$ cat config.mk
export PLATFORM = sky130hd
export DESIGN_NAME = cct_horner_step
export DESIGN_NICKNAME = d
export VERILOG_FILES = /design/src/rtl/cct_pkg.sv /design/src/rtl/cct_horner_step.sv
export SDC_FILE = /design/constraint.sdc
export NUM_CORES = 2
export LEC_CHECK = 0
export ABC_AREA = 1
export ABC_CLOCK_PERIOD_IN_PS = 9300
export BUFFER_PORTS_ARGS = -buffer_cell sky130_fd_sc_hd__buf_2
export CAP_MARGIN = 25
export CORE_MARGIN = 2
export CORE_UTILIZATION = 30
export DETAILED_ROUTE_END_ITERATION = 6
export PLACE_DENSITY = 0.51
export SLEW_MARGIN = 10
export SYNTH_ARGS = -nofsm -noshare
export SYNTH_HDL_FRONTEND = slang
export SYNTH_SLANG_ARGS = --single-unit
export TNS_END_PERCENT = 30
$ cat constraint.sdc
create_clock -name clock -period 9.3 [get_ports clock]
set_clock_uncertainty 0.1 [all_clocks]
set_input_delay 1.395 -clock clock [delete_from_list [all_inputs] [get_ports clock]]
set_output_delay 1.395 -clock clock [all_outputs]
set_load 0.02 [all_outputs]
$ cat src/rtl/cct_pkg.sv
`timescale 1ns / 1ps
// ----------------------------------------------------------------------------
// Colour temperature estimate package
// Shared widths, matrix coefficients, cubic constants and control types.
// ----------------------------------------------------------------------------
package cct_pkg;

   localparam int FIELD_BITS         = 16;
   localparam int SAMPLE_BITS_DEF    = 16;
   localparam int FRACTION_BITS_DEF  = 24;

   // n is signed Q8.16.
   localparam int N_BITS  = 24;
   localparam int N_FRAC  = 16;
   localparam int N_INT   = N_BITS - N_FRAC - 1;
   localparam logic [N_BITS-1:0] N_MAX_MAG = {1'b0, {(N_BITS-1){1'b1}}};
   localparam logic [N_BITS-1:0] N_MIN_MAG = {1'b1, {(N_BITS-1){1'b0}}};

   // One quotient bit per divider stage: 7 integer bits plus 17 fraction bits.
   localparam int DIV_STEPS = N_BITS;

   // Accept to result, in cycles.
   localparam int LATENCY = 11 + DIV_STEPS;

   // RGB to XYZ matrix, scaled by 10^5.
   localparam int M00 = -14282;
   localparam int M01 = 154924;
   localparam int M02 = -95641;
   localparam int M10 = -32466;
   localparam int M11 = 157837;
   localparam int M12 = -73191;
   localparam int M20 = -68202;
   localparam int M21 = 77073;
   localparam int M22 = 56332;

   localparam int COL0 = M00 + M10 + M20;
   localparam int COL1 = M01 + M11 + M21;
   localparam int COL2 = M02 + M12 + M22;

   localparam int COEF_BITS = 32;
   typedef logic signed [COEF_BITS-1:0] coef_type;

   // S = X + Y + Z, num = 10000 X - 3320 S, den = 1858 S - 10000 Y, folded
   // straight onto the samples.
   localparam coef_type SUM_COEF [3] = '{COL0, COL1, COL2};
   localparam coef_type NUM_COEF [3] = '{
      10000 * M00 - 3320 * COL0,
      10000 * M01 - 3320 * COL1,
      10000 * M02 - 3320 * COL2
   };
   localparam coef_type DEN_COEF [3] = '{
      1858 * COL0 - 10000 * M10,
      1858 * COL1 - 10000 * M11,
      1858 * COL2 - 10000 * M12
   };

   // McCamy cubic coefficients; the last two are scaled by 10 and 100.
   localparam int K3      = 449;
   localparam int K2      = 3525;
   localparam int K1_X10  = 68233;
   localparam int K0_X100 = 552033;

   typedef struct packed {
      logic valid;
      logic degenerate;
   } ctl_type;

endpackage

$ cat src/rtl/cct_horner_step.sv
`timescale 1ns / 1ps
// ----------------------------------------------------------------------------
// Horner step
// Two-stage acc = floor(acc * n / 2^16) + ADD_K with a split multiplier.
// ----------------------------------------------------------------------------
module cct_horner_step #(
   parameter int    W_IN  = 42,
   parameter int    W_OUT = 50,
   parameter int    SPLIT = 21,
   parameter longint ADD_K = 0
) (
   input  logic                           clock,
   input  logic                           reset,
   input  cct_pkg::ctl_type               in_ctl,
   input  logic signed [W_IN-1:0]         in_acc,
   input  logic signed [cct_pkg::N_BITS-1:0] in_n,
   output cct_pkg::ctl_type               out_ctl,
   output logic signed [W_OUT-1:0]        out_acc,
   output logic signed [cct_pkg::N_BITS-1:0] out_n
);
   import cct_pkg::*;

   localparam int PH = W_IN - SPLIT + N_BITS;
   localparam int PL = SPLIT + 1 + N_BITS;
   localparam int TW = W_IN + N_BITS + 1;

   logic signed [PH-1:0]     pph_in, pph_ff;
   logic signed [PL-1:0]     ppl_in, ppl_ff;
   logic signed [N_BITS-1:0] n_ff;
   ctl_type                  ctl_ff;
   logic signed [TW-1:0]     total;
   logic signed [W_OUT-1:0]  acc_ff;
   logic signed [N_BITS-1:0] n_out_ff;
   ctl_type                  ctl_out_ff;

   // High part is signed, low part is an unsigned slice.
   assign pph_in = PH'($signed(in_acc[W_IN-1:SPLIT])) * PH'(in_n);
   assign ppl_in = PL'($signed({1'b0, in_acc[SPLIT-1:0]})) * PL'(in_n);

   assign total = (TW'(pph_ff) <<< SPLIT) + TW'(ppl_ff) + (TW'(ADD_K) <<< N_FRAC);

   always_ff @(posedge clock) begin
      if (reset) begin
         ctl_ff.valid     <= 1'b0;
         ctl_out_ff.valid <= 1'b0;
      end else begin
         ctl_ff.valid     <= in_ctl.valid;
         ctl_out_ff.valid <= ctl_ff.valid;
      end
   end

   always_ff @(posedge clock) begin
      pph_ff                <= pph_in;
      ppl_ff                <= ppl_in;
      n_ff                  <= in_n;
      ctl_ff.degenerate     <= in_ctl.degenerate;
      acc_ff                <= total[W_OUT+N_FRAC-1:N_FRAC];
      n_out_ff              <= n_ff;
      ctl_out_ff.degenerate <= ctl_ff.degenerate;
   end

   assign out_ctl = ctl_out_ff;
   assign out_acc = acc_ff;
   assign out_n   = n_out_ff;

endmodule

==> results <==
- The floorplan step set the die width to 393 µm.
- The data required time at the worst endpoint is 9610 ps.
- The synthesized netlist net count is ~7,200.
- The routing usage on met1 is 25.2%.
- The routed layout has about 35,000 vias.
- The level count of the clock H-tree is 4.
- In the finished design, the share of the clock period the worst path needs comes to a little under nine tenths.
- The flip-flop and latch count after synthesis is between 150 and 200.
- For this run, the share of the core covered by cells in the final layout is around a third.
- In the post-synthesis netlist, the cell with the most instances is sky130_fd_sc_hd__inv_1.
- The fraction of post-synthesis cell area in the top cell type by area is between 40% and 50%.
- The most used flip-flop cell after synthesis is sky130_fd_sc_hd__dfxtp_1.
- The most numerous cell on the critical path is sky130_fd_sc_hd__fa_1.
- The beginning of the worst hold path is n_ff[15]$_DFF_P_.
- In this run the deepest clock path goes through 2 buffers.
- The total of hold buffers inserted after clock tree synthesis is 0.
- The mapped netlist covers about 45,000 µm².
- Summing the areas of all fa, ha and maj instances in the mapped netlist gives between 50% and 60% of the synthesized area.
- The worst setup slack before clock tree synthesis is ~750 ps.
- The commonest cells after synthesis are sky130_fd_sc_hd__inv_1, sky130_fd_sc_hd__nand2_1, sky130_fd_sc_hd__fa_1, sky130_fd_sc_hd__ha_1, sky130_fd_sc_hd__nor2_1.
- The clock reaches the later pin of the worst-skew pair after 550 ps.
- Of the total synthesized cell area, the portion taken by AND, OR, NAND and NOR gates is ~18%.
- Traced cell by cell, the critical path runs through buf_2 > nand2_1 > inv_1 > fa_1 > fa_1 > fa_1 > inv_1 > fa_1 > inv_1 > fa_1 > fa_1 > fa_1 > ha_1 > a21oi_1 > inv_1 > a31oi_1 > nand2_1 > nor2_1 > nand3_1 > nand2_1 > nand2_1.
- The area growth from synthesis to final layout is 8.17%.
- The biggest area contributor in the post-synthesis netlist is sky130_fd_sc_hd__fa_1.
- The netlist uses 40 different library cells.
- The slack of the critical path is 1340 ps.
- The worst setup path is of the primary input to flop kind.
- In this run, the number of DRC markers left after iteration 0 of detailed routing was 1,832.
- Dividing the detail-routed wire length by the instance count gives 17.9 µm.
- For this run, the detailed router's first-pass iteration total came to 5.
- In the final timing run, aggregate negative setup slack is 0 ps.
- The tool flagged a number of max-cap violations equal to 0.
- The count of buffers added by post-CTS timing repair for setup is 0.
- In the synthesized netlist, the number of instances is just under 6,000.
- Setup repair after global routing left no endpoint under its margin.
- Along the worst path, the maximum fanout reaches 31.
- The run finished with clean final reports.
- The path class of the lowest-slack min-delay path is flop to flop.
- The final max-slew violation count is 0.
- For this run the aggregate overflow at the end of global routing stands at 0.
- Sorting the synthesized cells by area gives the leading types as sky130_fd_sc_hd__fa_1, sky130_fd_sc_hd__inv_1, sky130_fd_sc_hd__nand2_1.
- Entering global routing, the biggest net connects 44 pins.
- The count of nets left with antenna violations after detail routing is 0.
- Counting the buffers created by CTS gives 17.
- The first global-routing pass estimated approximately 220 mm of wire.
- The startpoint kind of the worst setup timing path is a primary input.
- For this design, the sink count on the clock tree is around 180.
- The via count of the first global-routing pass is a little under 40,000.
- The clock-pin slew of the registers on the worst-case setup and hold paths is 90 ps.
- The total count of hold-check failures in the final report is 0.
- The layer flagged by global routing as most heavily used is met2.
- In the global route stage, met2 resource usage came out at between 30 and 40%.
- Summing the areas of all compound-gate instances in the mapped netlist gives ~3.8% of the synthesized area.
- The row count is 142.
- The number of gates resized after CTS was 0.
- Counting flops with a built-in enable in the synthesized netlist gives 0.
- The library cell contributing the largest single delay on the critical path is sky130_fd_sc_hd__fa_1.
- The die covers 155,000 µm².
- The number of port buffers is approximately 150.
- For the pin with the worst max-slew slack, the measured transition is approximately 1100 ps.
- The remaining max-slew budget at the tightest pin is 28.9%.
- The longest individual stage delay on the worst path is about 810 ps.
- The cell chosen for the clock root is sky130_fd_sc_hd__clkbuf_16.
- The clock tree from TritonCTS is yes.
- Data on the critical path arrives at its endpoint at just over 8000 ps.
- The startpoint identified for the worst register-to-register timing path is ppl_ff[45]$_DFF_P_.
- The per-instance average area after synthesis is slightly below 8 µm².
- The DRC violations left is 0.
- The half-perimeter wire length of the detailed placement result is ~120 mm.
- After synthesis, the share of cell area in mux cells is 0%.
- The post-synthesis sequential area ratio is just under 8%.
- Routability-driven placement finished with a final weighted congestion of between 0.9 and 1.
- The fraction of layout cells with a size suffix above 1 is 4.67%.
- The initial utilization of the core area, before any placement, comes to between 30 and 40%.
- The clock period could shrink to between 7000 and 8000 ps.
- From bottom edge to top edge, the die measures around 390 µm.
- At the end of the flow, the number of nets in the layout was between 7,000 and 8,000.
- The total buffers and inverters traversed by the critical path is 5.
- Using the TritonRoute via totals, the vias-per-cell ratio works out to between 4 and 5.
- Static timing analysis puts the maximum clock frequency at 126 MHz.
- For this block, the routed nets add up to roughly 140 mm of wire.
- The total number of yosys warnings is 0.
- The timing startpoint of the critical path is in_n[23].
- The number of placed I/O pins is approximately 150.
- After Yosys synthesis, XOR and XNOR cells account for under 10% of the synthesized area.
- The all-layer global routing usage is about a fifth.
- The dominant combinational cell family by area after synthesis is adder cells.
- Of all flip-flops after synthesis, the portion carrying an async set or reset was 0%.
- The core box area is approximately 150,000 µm².
- The largest delay contributor family on the critical path is adder cells.
- The initial antenna violation count came to 10.
- The endpoint type of the worst setup path is a flop.
- The total of endpoints with negative setup slack in the final report is 0.
- The met3 usage in global routing is 1.66%.
==> sequential cells by signal, summed over array words and instances, names as in the netlist <==
name	cells
out_acc	50
pph_ff	45
ppl_ff	30
n_ff	24
out_n	24
ctl_ff	2
out_ctl	2
==> stage by stage <==
stage / cell area, µm² / hold WS [ps] / cells
floorplan: 45400 / 210 / 5852
global placement: 48500 / 210 / 7870
detailed placement: 48500 / 212 / 7871
CTS: 49100 / 231 / 7903
global route: 49200 / 235 / 7904
finish: 49200 / 226 / 7907
==> final timing paths <==
| kind | cells after the start | endpoint | slack [ps] |
|---|---|---|---|
| hold / removal | 0 | out_n[15]$_DFF_P_ | 230 |
| setup / recovery | 21 | ppl_ff[36]$_DFF_P_ | 1340 |
| hold reg to reg | 0 | out_n[15]$_DFF_P_ | 230 |
| setup reg to reg | 9 | out_acc[47]$_DFF_P_ | 6400 |
==> routing by layer <==
layer  wire (µm)  vias to the layer above
met3        4710                       86
li1            -                    16600
met4        1440                        6
met5          44                        -
met2       71200                      637
met1       63900                    18100
==> cell usage in the layout (no fill, tap or decap), types with 4 or more instances in the layout <==
| master | synthesis | final |
|---|---|---|
| sky130_fd_sc_hd__a21oi_2 | 5 | 5 |
| sky130_fd_sc_hd__dfxtp_1 | 177 | 177 |
| sky130_fd_sc_hd__buf_2 | 1 | 145 |
| sky130_fd_sc_hd__o21bai_1 | 14 | 14 |
| sky130_fd_sc_hd__a21oi_1 | 169 | 169 |
| sky130_fd_sc_hd__or2_2 | 7 | 7 |
| sky130_fd_sc_hd__nor2_2 | 5 | 5 |
| sky130_fd_sc_hd__ha_1 | 281 | 281 |
| sky130_fd_sc_hd__o21ai_0 | 92 | 92 |
| sky130_fd_sc_hd__inv_12 | 0 | 4 |
| sky130_fd_sc_hd__o21a_1 | 7 | 7 |
| sky130_fd_sc_hd__fa_1 | 1032 | 1032 |
| sky130_fd_sc_hd__a31oi_1 | 6 | 6 |
| sky130_fd_sc_hd__nor2_1 | 274 | 274 |
| sky130_fd_sc_hd__a21o_1 | 10 | 10 |
| sky130_fd_sc_hd__buf_12 | 0 | 8 |
| sky130_fd_sc_hd__nand2_2 | 5 | 5 |
| sky130_fd_sc_hd__nand2_1 | 1569 | 1569 |
| sky130_fd_sc_hd__xnor2_1 | 39 | 39 |
| sky130_fd_sc_hd__xor2_1 | 52 | 52 |
| sky130_fd_sc_hd__clkbuf_16 | 0 | 17 |
| sky130_fd_sc_hd__nor3_1 | 9 | 9 |
| sky130_fd_sc_hd__buf_4 | 0 | 53 |
| sky130_fd_sc_hd__inv_1 | 1714 | 1714 |
| sky130_fd_sc_hd__nand4_1 | 40 | 40 |
| sky130_fd_sc_hd__nand3_1 | 108 | 108 |
| sky130_fd_sc_hd__inv_8 | 0 | 5 |
==> cell families (layout without fill, tap and decap cells) <==
group / Yosys count / count (layout)
simple gates: 2035 / 2035
buf+inv: 1922 / 1958
fa+ha+maj: 1313 / 1313
compound gates: 314 / 314
flops: 177 / 177
xor+xnor: 91 / 91
other cells: 0 / 3
==> area by class of cell <==
| type | count | area [µm²] |
|---|---|---|
| fillers | 16200 | 101000 |
| multi-input cells | 3753 | 34700 |
| flip-flops and latches | 177 | 3540 |
| inverters | 1719 | 6450 |
| diodes | 3 | 7.51 |
| repair buffers | 207 | 1310 |
| clock inverters | 15 | 208 |
| well taps | 2016 | 2520 |
| clock buffers | 17 | 425 |
==> worst register-to-register path: stages, from the launching register on <==
cell,delay [ps]
sky130_fd_sc_hd__dfxtp_1,1040
sky130_fd_sc_hd__ha_1,500
sky130_fd_sc_hd__inv_1,170
sky130_fd_sc_hd__o21bai_1,110
sky130_fd_sc_hd__a31oi_1,230
sky130_fd_sc_hd__o21ai_0,170
sky130_fd_sc_hd__a21oi_1,250
sky130_fd_sc_hd__nand3_1,110
sky130_fd_sc_hd__nand2_1,70
sky130_fd_sc_hd__nand2_1,40
Power is not shown: default switching activity piles up to over one toggle a cycle in this logic, so the estimate is an artifact.
